===== config.mk =====
export PLATFORM = sky130hd
export DESIGN_NAME = tcp_sender_congestion_window
export DESIGN_NICKNAME = d
export VERILOG_FILES = /design/src/tcwnd_pkg.sv /design/src/tcwnd_ctrl.sv /design/src/tcwnd_dpath.sv /design/src/tcp_sender_congestion_window.sv
export SDC_FILE = /design/constraint.sdc
export NUM_CORES = 1
export LEC_CHECK = 0
export ABC_AREA = 1
export BUFFER_PORTS_ARGS = -buffer_cell sky130_fd_sc_hd__buf_2
export CORE_MARGIN = 1
export CORE_UTILIZATION = 55
export CTS_BUF_LIST = sky130_fd_sc_hd__clkbuf_16
export CTS_CLUSTER_SIZE = 28
export DETAILED_ROUTE_END_ITERATION = 8
export PLACE_DENSITY_LB_ADDON = 0.05
export RECOVER_POWER = 50
export SLEW_MARGIN = 10
export SYNTH_ARGS = -nofsm -noshare
export SYNTH_HDL_FRONTEND = slang
export SYNTH_HIERARCHICAL = 1
export SYNTH_SLANG_ARGS = --single-unit

===== constraint.sdc =====
create_clock -name clock -period 4.7 [get_ports clock]
set_input_delay 0.47 -clock clock [delete_from_list [all_inputs] [get_ports clock]]
set_output_delay 0.47 -clock clock [all_outputs]
set_load 0.05 [all_outputs]

===== src/tcwnd_pkg.sv =====
package tcwnd_pkg;

   // Field and state widths
   localparam int SEQ_W = 16;
   localparam int WIN_W = 6;
   localparam int CMD_W = 2;
   localparam int KIND_W = 2;
   localparam int PHASE_W = 2;
   localparam int EXP_W = 3;
   localparam int DUP_W = 3;
   localparam int WIDE_W = 8;   // holds 2^7 and threshold + 3 before clamping

   // Window limits
   localparam int MAX_WINDOW = 32;
   localparam int CWND_CAP = (MAX_WINDOW < 63) ? MAX_WINDOW : 63;
   localparam int TX_CAP = 32;  // new packets per input word
   localparam int CNT_W = $clog2(TX_CAP + 1);

   localparam logic [WIN_W-1:0] THRESH_RESET = WIN_W'(8);
   localparam logic [DUP_W-1:0] DUP_SAT = DUP_W'(4);
   localparam logic [DUP_W-1:0] DUP_TRIGGER = DUP_W'(3);
   localparam logic [EXP_W-1:0] EXP_SAT = EXP_W'(7);

   // Request commands
   localparam logic [CMD_W-1:0] CMD_MESSAGE = 2'd0;
   localparam logic [CMD_W-1:0] CMD_ACK = 2'd1;
   localparam logic [CMD_W-1:0] CMD_TIMEOUT = 2'd2;

   // Response kinds
   localparam logic [KIND_W-1:0] KIND_NEW = 2'd0;
   localparam logic [KIND_W-1:0] KIND_RETX = 2'd1;
   localparam logic [KIND_W-1:0] KIND_RELEASE = 2'd2;

   // Congestion phases
   localparam logic [PHASE_W-1:0] PHASE_SLOW_START = 2'd0;
   localparam logic [PHASE_W-1:0] PHASE_AVOIDANCE = 2'd1;
   localparam logic [PHASE_W-1:0] PHASE_RECOVERY = 2'd2;

   typedef struct packed {
      logic capture;      // latch the request word
      logic execute;      // apply the state update
      logic emit_single;  // load the retransmit / release word
      logic emit_send;    // load one new-packet word
   } tcwnd_cmd_type;

   typedef struct packed {
      logic exec_single;  // update yields a retransmit or release word
      logic exec_send;    // update is followed by the send loop
      logic single_last;  // no new packet follows the single word
      logic send_ok;      // a new packet may go out now
      logic send_last;    // the packet going out now ends the loop
      logic out_free;     // output register can take a word
   } tcwnd_status_type;

   function automatic logic [WIN_W-1:0] clamp_window(input logic [WIDE_W-1:0] w);
      logic [WIN_W-1:0] r;
      if (w == '0) begin
         r = WIN_W'(1);
      end else if (w > WIDE_W'(CWND_CAP)) begin
         r = WIN_W'(CWND_CAP);
      end else begin
         r = w[WIN_W-1:0];
      end
      return r;
   endfunction

endpackage


===== src/tcwnd_ctrl.sv =====
module tcwnd_ctrl (
   input  logic                        clock,
   input  logic                        reset,
   input  logic                        req_valid,
   output logic                        req_ready,
   input  tcwnd_pkg::tcwnd_status_type status,
   output tcwnd_pkg::tcwnd_cmd_type    cmd
);
   import tcwnd_pkg::*;

   localparam logic [1:0] ST_IDLE = 2'd0;
   localparam logic [1:0] ST_EXEC = 2'd1;
   localparam logic [1:0] ST_SINGLE = 2'd2;
   localparam logic [1:0] ST_SEND = 2'd3;

   logic [1:0] state_ff;
   logic [1:0] state_in;

   assign req_ready = (state_ff == ST_IDLE);

   always_comb begin
      cmd = '0;
      state_in = state_ff;
      unique case (state_ff)
         ST_IDLE: begin
            if (req_valid) begin
               cmd.capture = 1'b1;
               state_in = ST_EXEC;
            end
         end
         ST_EXEC: begin
            cmd.execute = 1'b1;
            if (status.exec_single) begin
               state_in = ST_SINGLE;
            end else if (status.exec_send) begin
               state_in = ST_SEND;
            end else begin
               state_in = ST_IDLE;
            end
         end
         ST_SINGLE: begin
            if (status.out_free) begin
               cmd.emit_single = 1'b1;
               state_in = status.single_last ? ST_IDLE : ST_SEND;
            end
         end
         ST_SEND: begin
            if (!status.send_ok) begin
               state_in = ST_IDLE;
            end else if (status.out_free) begin
               cmd.emit_send = 1'b1;
               if (status.send_last) begin
                  state_in = ST_IDLE;
               end
            end
         end
         default: begin
            state_in = ST_IDLE;
         end
      endcase
   end

   always_ff @(posedge clock) begin
      if (reset) begin
         state_ff <= ST_IDLE;
      end else begin
         state_ff <= state_in;
      end
   end

endmodule


===== src/tcwnd_dpath.sv =====
module tcwnd_dpath (
   input  logic                               clock,
   input  logic                               reset,
   input  tcwnd_pkg::tcwnd_cmd_type           cmd,
   output tcwnd_pkg::tcwnd_status_type        status,
   input  logic                               csr_write_enable,
   input  logic [tcwnd_pkg::WIN_W-1:0]        csr_write_data,
   input  logic [tcwnd_pkg::CMD_W-1:0]        req_cmd,
   input  logic [tcwnd_pkg::SEQ_W-1:0]        req_ack_number,
   input  logic                               req_ack_intact,
   input  logic [tcwnd_pkg::SEQ_W-1:0]        req_expired_seq,
   output logic                               rsp_valid,
   input  logic                               rsp_ready,
   output logic [tcwnd_pkg::KIND_W-1:0]       rsp_kind,
   output logic [tcwnd_pkg::SEQ_W-1:0]        rsp_seq_number,
   output logic [tcwnd_pkg::SEQ_W-1:0]        rsp_release_end,
   output logic [tcwnd_pkg::WIN_W-1:0]        rsp_window_now,
   output logic                               rsp_last
);
   import tcwnd_pkg::*;

   // Latched request word
   logic [CMD_W-1:0]   in_cmd_ff;
   logic [SEQ_W-1:0]   in_ack_ff;
   logic               in_intact_ff;
   logic [SEQ_W-1:0]   in_expired_ff;

   // Congestion state
   logic [PHASE_W-1:0] phase_ff, phase_in;
   logic [WIN_W-1:0]   cwnd_ff, cwnd_in;
   logic [WIN_W-1:0]   ssthresh_ff, ssthresh_in;
   logic [EXP_W-1:0]   gexp_ff, gexp_in;
   logic [DUP_W-1:0]   dup_ff, dup_in;
   logic [SEQ_W-1:0]   base_ff, base_in;
   logic [SEQ_W-1:0]   nts_ff, nts_in;
   logic [SEQ_W-1:0]   buffered_ff, buffered_in;

   // Per-word bookkeeping
   logic [CNT_W-1:0]   sent_ff, sent_in;
   logic               do_send_ff, do_send_in;
   logic [KIND_W-1:0]  single_kind_ff, single_kind_in;
   logic [SEQ_W-1:0]   single_seq_ff, single_seq_in;
   logic [SEQ_W-1:0]   single_end_ff, single_end_in;

   // Output register
   logic               rsp_valid_ff, rsp_valid_in;
   logic [KIND_W-1:0]  rsp_kind_ff, rsp_kind_in;
   logic [SEQ_W-1:0]   rsp_seq_ff, rsp_seq_in;
   logic [SEQ_W-1:0]   rsp_end_ff, rsp_end_in;
   logic [WIN_W-1:0]   rsp_win_ff, rsp_win_in;
   logic               rsp_last_ff, rsp_last_in;

   // Send loop conditions
   logic [SEQ_W:0]     limit;
   logic [SEQ_W:0]     nts_p1;
   logic [CNT_W-1:0]   sent_p1;
   logic               send_ok;
   logic               send_last;
   logic               out_free;

   // Update helpers
   logic               is_dup;
   logic [DUP_W-1:0]   dup_n;
   logic [WIN_W-1:0]   half_cwnd;
   logic [WIN_W-1:0]   ss_cwnd;
   logic               exec_single;
   logic               exec_send;

   assign limit = {1'b0, base_ff} + (SEQ_W+1)'(cwnd_ff);
   assign nts_p1 = {1'b0, nts_ff} + (SEQ_W+1)'(1);
   assign sent_p1 = sent_ff + CNT_W'(1);
   assign send_ok = ({1'b0, nts_ff} < limit) && (nts_ff < buffered_ff)
                    && (sent_ff < CNT_W'(TX_CAP));
   assign send_last = !((nts_p1 < limit) && (nts_p1 < {1'b0, buffered_ff})
                        && (sent_p1 < CNT_W'(TX_CAP)));
   assign out_free = !rsp_valid_ff || rsp_ready;

   assign is_dup = (in_ack_ff <= base_ff);
   assign dup_n = (dup_ff < DUP_SAT) ? dup_ff + DUP_W'(1) : dup_ff;
   assign half_cwnd = cwnd_ff >> 1;
   assign ss_cwnd = clamp_window(WIDE_W'(1) << gexp_ff);

   always_comb begin
      phase_in = phase_ff;
      cwnd_in = cwnd_ff;
      ssthresh_in = ssthresh_ff;
      gexp_in = gexp_ff;
      dup_in = dup_ff;
      base_in = base_ff;
      nts_in = nts_ff;
      buffered_in = buffered_ff;
      sent_in = sent_ff;
      do_send_in = do_send_ff;
      single_kind_in = single_kind_ff;
      single_seq_in = single_seq_ff;
      single_end_in = single_end_ff;
      exec_single = 1'b0;
      exec_send = 1'b0;

      case (in_cmd_ff)
         CMD_MESSAGE: begin
            if (buffered_ff != '1) begin
               buffered_in = buffered_ff + SEQ_W'(1);
            end
            exec_send = 1'b1;
         end
         CMD_ACK: begin
            if (in_intact_ff && is_dup) begin
               dup_in = dup_n;
               if (dup_n == DUP_TRIGGER) begin
                  // third duplicate: fast retransmit, enter recovery
                  if (phase_ff == PHASE_SLOW_START) begin
                     gexp_in = '0;
                  end
                  phase_in = PHASE_RECOVERY;
                  ssthresh_in = half_cwnd;
                  cwnd_in = clamp_window(WIDE_W'(half_cwnd) + WIDE_W'(3));
                  single_kind_in = KIND_RETX;
                  single_seq_in = in_ack_ff;
                  single_end_in = '0;
                  exec_single = 1'b1;
               end else if (phase_ff == PHASE_RECOVERY) begin
                  cwnd_in = clamp_window(WIDE_W'(cwnd_ff) + WIDE_W'(1));
                  exec_send = 1'b1;
               end
            end else if (in_intact_ff && (in_ack_ff <= nts_ff)) begin
               // new ack: release [base, ack)
               single_kind_in = KIND_RELEASE;
               single_seq_in = base_ff;
               single_end_in = in_ack_ff;
               exec_single = 1'b1;
               base_in = in_ack_ff;
               dup_in = '0;
               if (phase_ff == PHASE_SLOW_START) begin
                  cwnd_in = ss_cwnd;
                  gexp_in = (gexp_ff != EXP_SAT) ? gexp_ff + EXP_W'(1) : gexp_ff;
                  if (ss_cwnd >= ssthresh_ff) begin
                     phase_in = PHASE_AVOIDANCE;
                     gexp_in = '0;
                  end
                  exec_send = 1'b1;
               end else if (phase_ff == PHASE_RECOVERY) begin
                  cwnd_in = clamp_window(WIDE_W'(ssthresh_ff));
                  phase_in = PHASE_AVOIDANCE;
               end else begin
                  cwnd_in = clamp_window(WIDE_W'(cwnd_ff) + WIDE_W'(1));
                  exec_send = 1'b1;
               end
            end
         end
         CMD_TIMEOUT: begin
            phase_in = PHASE_SLOW_START;
            ssthresh_in = half_cwnd;
            cwnd_in = WIN_W'(1);
            dup_in = '0;
            single_kind_in = KIND_RETX;
            single_seq_in = in_expired_ff;
            single_end_in = '0;
            exec_single = 1'b1;
         end
         default: begin
         end
      endcase

      if (cmd.execute) begin
         sent_in = '0;
         do_send_in = exec_send;
      end else begin
         // hold the congestion state outside the update cycle
         phase_in = phase_ff;
         cwnd_in = cwnd_ff;
         ssthresh_in = ssthresh_ff;
         gexp_in = gexp_ff;
         dup_in = dup_ff;
         base_in = base_ff;
         buffered_in = buffered_ff;
         single_kind_in = single_kind_ff;
         single_seq_in = single_seq_ff;
         single_end_in = single_end_ff;
      end

      if (cmd.emit_send) begin
         nts_in = nts_ff + SEQ_W'(1);
         sent_in = sent_p1;
      end

      if (csr_write_enable) begin
         ssthresh_in = csr_write_data;
      end
   end

   always_comb begin
      rsp_valid_in = rsp_valid_ff && !rsp_ready;
      rsp_kind_in = rsp_kind_ff;
      rsp_seq_in = rsp_seq_ff;
      rsp_end_in = rsp_end_ff;
      rsp_win_in = rsp_win_ff;
      rsp_last_in = rsp_last_ff;
      if (cmd.emit_single) begin
         rsp_valid_in = 1'b1;
         rsp_kind_in = single_kind_ff;
         rsp_seq_in = single_seq_ff;
         rsp_end_in = single_end_ff;
         rsp_win_in = cwnd_ff;
         rsp_last_in = !(do_send_ff && send_ok);
      end else if (cmd.emit_send) begin
         rsp_valid_in = 1'b1;
         rsp_kind_in = KIND_NEW;
         rsp_seq_in = nts_ff;
         rsp_end_in = '0;
         rsp_win_in = cwnd_ff;
         rsp_last_in = send_last;
      end
   end

   always_ff @(posedge clock) begin
      if (reset) begin
         phase_ff <= PHASE_SLOW_START;
         cwnd_ff <= WIN_W'(1);
         ssthresh_ff <= THRESH_RESET;
         gexp_ff <= EXP_W'(1);
         dup_ff <= '0;
         base_ff <= '0;
         nts_ff <= '0;
         buffered_ff <= '0;
         sent_ff <= '0;
         do_send_ff <= 1'b0;
         rsp_valid_ff <= 1'b0;
      end else begin
         phase_ff <= phase_in;
         cwnd_ff <= cwnd_in;
         ssthresh_ff <= ssthresh_in;
         gexp_ff <= gexp_in;
         dup_ff <= dup_in;
         base_ff <= base_in;
         nts_ff <= nts_in;
         buffered_ff <= buffered_in;
         sent_ff <= sent_in;
         do_send_ff <= do_send_in;
         rsp_valid_ff <= rsp_valid_in;
      end
   end

   always_ff @(posedge clock) begin
      if (cmd.capture) begin
         in_cmd_ff <= req_cmd;
         in_ack_ff <= req_ack_number;
         in_intact_ff <= req_ack_intact;
         in_expired_ff <= req_expired_seq;
      end
      single_kind_ff <= single_kind_in;
      single_seq_ff <= single_seq_in;
      single_end_ff <= single_end_in;
      rsp_kind_ff <= rsp_kind_in;
      rsp_seq_ff <= rsp_seq_in;
      rsp_end_ff <= rsp_end_in;
      rsp_win_ff <= rsp_win_in;
      rsp_last_ff <= rsp_last_in;
   end

   assign status.exec_single = exec_single;
   assign status.exec_send = exec_send;
   assign status.single_last = !(do_send_ff && send_ok);
   assign status.send_ok = send_ok;
   assign status.send_last = send_last;
   assign status.out_free = out_free;

   assign rsp_valid = rsp_valid_ff;
   assign rsp_kind = rsp_kind_ff;
   assign rsp_seq_number = rsp_seq_ff;
   assign rsp_release_end = rsp_end_ff;
   assign rsp_window_now = rsp_win_ff;
   assign rsp_last = rsp_last_ff;

   // base never passes the send pointer, which never passes the buffered count
   a_seq_order: assert property (@(posedge clock) disable iff (reset)
      (base_ff <= nts_ff) && (nts_ff <= buffered_ff))
      else $error("sequence pointers out of order");

   // a word is only loaded when the output register is free
   a_no_overwrite: assert property (@(posedge clock) disable iff (reset)
      (cmd.emit_single || cmd.emit_send) |-> (!rsp_valid_ff || rsp_ready))
      else $error("output register overwritten");

   // new-packet count per request word stays within its cap, and each sent packet advances nts by one
   a_tx_cap: assert property (@(posedge clock) disable iff (reset)
      cmd.emit_send |=> (sent_ff <= CNT_W'(TX_CAP)) && (nts_ff == $past(nts_ff) + SEQ_W'(1)))
      else $error("send loop exceeded cap");

endmodule


===== src/tcp_sender_congestion_window.sv =====
// TCP Reno style sender window engine. Each request word is an application message,
// an acknowledgement or a retransmit timeout; the block updates slow start /
// congestion avoidance / fast recovery state and answers with zero or more response
// words (new packet, retransmit, or release of an acked range), the final one
// flagged by rsp_last. One request is handled at a time: req_ready is high only
// when the engine is idle. An item passes through request capture and the state
// update, then emits its response words (at most 33: one retransmit/release and 32 new
// packets); a send loop that ends without emitting anything still visits its check state;
// the rate is set by the single output register, which moves one word per cycle
// while rsp_ready is held high. Writing csr_write_data loads the slow start
// threshold directly (reset value 8); write it only while the block is idle.
module tcp_sender_congestion_window (
   input  logic                          clock,
   input  logic                          reset,
   input  logic                          csr_write_enable,
   input  logic [tcwnd_pkg::WIN_W-1:0]   csr_write_data,
   input  logic                          req_valid,
   output logic                          req_ready,
   input  logic [tcwnd_pkg::CMD_W-1:0]   req_cmd,
   input  logic [tcwnd_pkg::SEQ_W-1:0]   req_ack_number,
   input  logic                          req_ack_intact,
   input  logic [tcwnd_pkg::SEQ_W-1:0]   req_expired_seq,
   output logic                          rsp_valid,
   input  logic                          rsp_ready,
   output logic [tcwnd_pkg::KIND_W-1:0]  rsp_kind,
   output logic [tcwnd_pkg::SEQ_W-1:0]   rsp_seq_number,
   output logic [tcwnd_pkg::SEQ_W-1:0]   rsp_release_end,
   output logic [tcwnd_pkg::WIN_W-1:0]   rsp_window_now,
   output logic                          rsp_last
);
   import tcwnd_pkg::*;

   tcwnd_cmd_type    cmd;
   tcwnd_status_type status;

   // sequencer: idle -> update -> single word -> send loop
   tcwnd_ctrl u_ctrl (
      .clock     (clock),
      .reset     (reset),
      .req_valid (req_valid),
      .req_ready (req_ready),
      .status    (status),
      .cmd       (cmd)
   );

   // window state, pointers and the output register
   tcwnd_dpath u_dpath (
      .clock            (clock),
      .reset            (reset),
      .cmd              (cmd),
      .status           (status),
      .csr_write_enable (csr_write_enable),
      .csr_write_data   (csr_write_data),
      .req_cmd          (req_cmd),
      .req_ack_number   (req_ack_number),
      .req_ack_intact   (req_ack_intact),
      .req_expired_seq  (req_expired_seq),
      .rsp_valid        (rsp_valid),
      .rsp_ready        (rsp_ready),
      .rsp_kind         (rsp_kind),
      .rsp_seq_number   (rsp_seq_number),
      .rsp_release_end  (rsp_release_end),
      .rsp_window_now   (rsp_window_now),
      .rsp_last         (rsp_last)
   );

endmodule


==> results.json <==
{
  "diodes": 0,
  "avgRoutedWirePerCell_um": 16.4,
  "drt-total-wl_mm": 27.7,
  "grt_overflow": 0,
  "vias": 9270,
  "slew_violations": 118,
  "ys_seq_area_share_pct": 43.3,
  "die_w_um": 145,
  "end_kind": "flop",
  "fin_skew_ns": 0.0179,
  "multi_input_area_mm2": 0.00547,
  "cts_root_buffer": "clkbuf_16",
  "antenna_found_initial": 0,
  "final_common_cell": "nand2_1",
  "gp_congestion": 0.872,
  "violations": "max-capacitance violations, max-slew violations",
  "clock_sinks": 188,
  "slew-limit-headroom_pct": -55.1,
  "drc": 0,
  "cp.required_ns": 4.86,
  "cts_buffer_depth": 2,
  "yosys_warnings": 6,
  "num-nets-final": 1584,
  "drt_iter0_markers": 601,
  "synth_compound_area_share_pct": 13.4,
  "grt_pass1_wl_mm": 44.1,
  "worst_pin_slew_ns": 2.33,
  "maxCapViolCount": 3,
  "synthAdderAreaFrac_pct": 13.8,
  "antenna_left": 0,
  "cts_inserted_buffers": 17,
  "fp.dieArea_mm2": 0.0210,
  "netlist_instances": 1335,
  "h-tree-depth": 4,
  "vdd_drop_max_mv": 0.216,
  "yosys.area.top_type": "edfxtp_1",
  "crit_type": "reg -> reg",
  "grt_pass1_vias": 8751,
  "async_flop_share_pct": 0,
  "p_leak_nw": 5.39,
  "initial_core_util_pct": 56.9,
  "syn-num-nets": 1504,
  "tns_ns": 0,
  "pre_cts_ws_ns": 0.321,
  "hold_class": "in -> reg",
  "finalSetupViolations": 0,
  "synth_top_area_share_pct": 29.4,
  "firstDrtPassIters": 5,
  "holdWs_ns": 0.190,
  "yosys.area_share.simple_pct": 19.2,
  "grt_max_degree": 52,
  "seqCellArea_mm2": 0.00486,
  "clock_latency_ns": 0.45,
  "cts_hold_buf": 0,
  "synthXorXnorAreaFrac_pct": 2.11,
  "cpLargestDelayFamily": "simple AND/OR/NAND/NOR gates",
  "setup_slack_ns": 0.479,
  "ys.flop_type": "edfxtp_1",
  "cp_max_fo": 28,
  "path_buf_inv": 3,
  "nFillCells": 1759,
  "cts_tree": "done",
  "synth_area_mm2": 0.0112,
  "rows": 51,
  "syn2layout_area_growth_pct": 11.4,
  "post-route-min-period_ns": 4.22,
  "avgSynthCellArea_um2": 8.41,
  "cpMostUsedCell": "nand2_1",
  "netlist_top_cells_area": "edfxtp_1 29%, dfxtp_1 14%, ha_1 14%",
  "status": "complete, but fails checks",
  "synth.distinct_cells": 48,
  "vias_per_cell": 5.48,
  "ys_seq_elements": 188,
  "rsz0062_at_grt": "no",
  "io-pin-count": 89,
  "fp.dieH_um": 145,
  "port_buffers": 88,
  "synth_top_family_by_area": "simple AND/OR/NAND/NOR gates",
  "cp-start-kind": "flop",
  "core-area_mm2": 0.0197,
  "final_cell_mix": "250 x nand2_1, 189 x inv_1, 122 x ha_1",
  "clk_pin_slew_worst_paths_ns": 0.08,
  "powerDensity_mw_per_mm2": 330,
  "dp_hpwl_mm": 20.3,
  "muxShareOfSynthArea_pct": 0,
  "fmax_mhz": 237,
  "slowest_stage": "dfxtp_1",
  "synth_edf_count": 110,
  "grt_usage_pct": 27.8,
  "cp_slowest_stage_delay_ns": 0.39,
  "hold_viol_final": 0,
  "critPathArrivalTime_ns": 4.38,
  "drive_gt1_share_pct": 8.26,
  "fin_crit_sh_pct": 89.8
}
## kinds of logic after synthesis
logic type	Yosys count
xor gates and xnor gates	27
and+or+nand+nor	492
adders and majority gates	123
AOI/OAI and AO/OA	270
buffers and inverters	235
DFF	188
## worst reg2reg max path: stages, from the launching register on
cell	delay, ns
dfxtp_1	0.39
ha_1	0.38
nand3_1	0.08
nand2_1	0.11
a21oi_1	0.08
o21ai_1	0.20
nand2_1	0.08
nand2_1	0.07
nand2_1	0.07
nor2_1	0.18
nand2_1	0.13
nor2_2	0.16
xor2_1	0.23
ha_1	0.27
nand2_1	0.06
inv_1	0.04
nand3_1	0.10
nor2_1	0.05
nor2_1	0.12
and2_1	0.15
and3_1	0.17
nand3_1	0.11
nor2_2	0.17
inv_4	0.15
nand2_4	0.16
clkbuf_16	0.21
## final timing paths
path | from | to | slack (ns) | cells past startpoint
setup reg to reg | u_dpath/cwnd_ff[2]$_SDFFE_PP0P_ | u_dpath/rsp_window_now[1]$_DFFE_PP_ | 0.48 | 25
hold / removal | req_expired_seq[1] | u_dpath/in_expired_ff[1]$_DFFE_PP_ | 0.19 | 1
setup / recovery | u_dpath/cwnd_ff[2]$_SDFFE_PP0P_ | u_dpath/rsp_window_now[1]$_DFFE_PP_ | 0.48 | 25
hold reg to reg | u_dpath/sent_ff[4]$_SDFFE_PP0P_ | u_dpath/sent_ff[4]$_SDFFE_PP0P_ | 0.48 | 2
## report_power, final
group	switching, mW	total [mW]	leakage, nW	internal, mW
Sequential	0.0672	1.93	1.67	1.87
Clock	0.738	1.46	0.296	0.725
Combinational	0.507	0.725	3.43	0.218
Total	1.31	4.12	5.39	2.81
## stage by stage
stage	instances	utilization (%)	cell area (µm²)	total power [mW]
after floorplan	1335	-	11200	2.48
after global placement	1660	60.5	11900	2.68
after detailed placement	1660	60.5	11900	2.69
after CTS	1692	63.6	12500	4.15
after global routing	1693	63.4	12500	4.31
final	1693	63.4	12500	4.12
## layer usage
metal / wire (µm) / track usage (%)
met5: 0 / 0
met3: 1100 / 3.85
met1: 12500 / 35.5
met4: 478 / 9.36
met2: 13600 / 48.1
## cell type report
class | count | share of cell area (%)
Multi-Input combinational cell | 912 | 43.8
Sequential cell | 188 | 38.9
Inverter | 197 | 5.93
Timing Repair Buffer | 99 | 3.85
Clock buffer | 17 | 3.40
Tap cell | 265 | 2.65
Clock inverter | 15 | 1.49
## state kept, by name (all words and copies together) (netlist names), 6 cells and up
name,flops
u_dpath/base_ff,16
u_dpath/buffered_ff,16
u_dpath/cwnd_ff,6
u_dpath/in_ack_ff,16
u_dpath/in_expired_ff,16
u_dpath/nts_ff,16
u_dpath/rsp_release_end,16
u_dpath/rsp_seq_number,16
u_dpath/rsp_window_now,6
u_dpath/sent_ff,6
u_dpath/single_end_ff,16
u_dpath/single_seq_ff,16
u_dpath/ssthresh_ff,6
## cell usage after synthesis (2+ instances only)
master	count
nand2_1	251
inv_1	189
ha_1	122
a21oi_1	114
edfxtp_1	110
nor2_1	110
o21ai_0	97
dfxtp_1	78
nand3_1	49
nand4_1	27
xor2_1	24
clkbuf_1	21
nor3_1	21
o221ai_1	17
buf_2	11
o211ai_1	9
inv_2	6
nor2_2	6
nor4_1	6
o21ai_1	6
a211oi_1	5
buf_4	5
nand3_2	5
a31oi_1	4
nand2_2	4
o21a_1	4
nor2_4	3
xnor2_1	3
a21boi_0	2
a21o_1	2
clkinv_1	2
nor3_2	2
o21ai_2	2
o22ai_1	2
o31ai_1	2
or2_2	2
## repair_timing
item | 4_1_cts | 5_1_grt
hold endpoints to repair | 0 | 0
gates resized for setup | 0 | 4
endpoints found under the setup margin | 0 | 40
setup buffers | 0 | 0
Note: power is estimated with default switching activity, not from simulation.
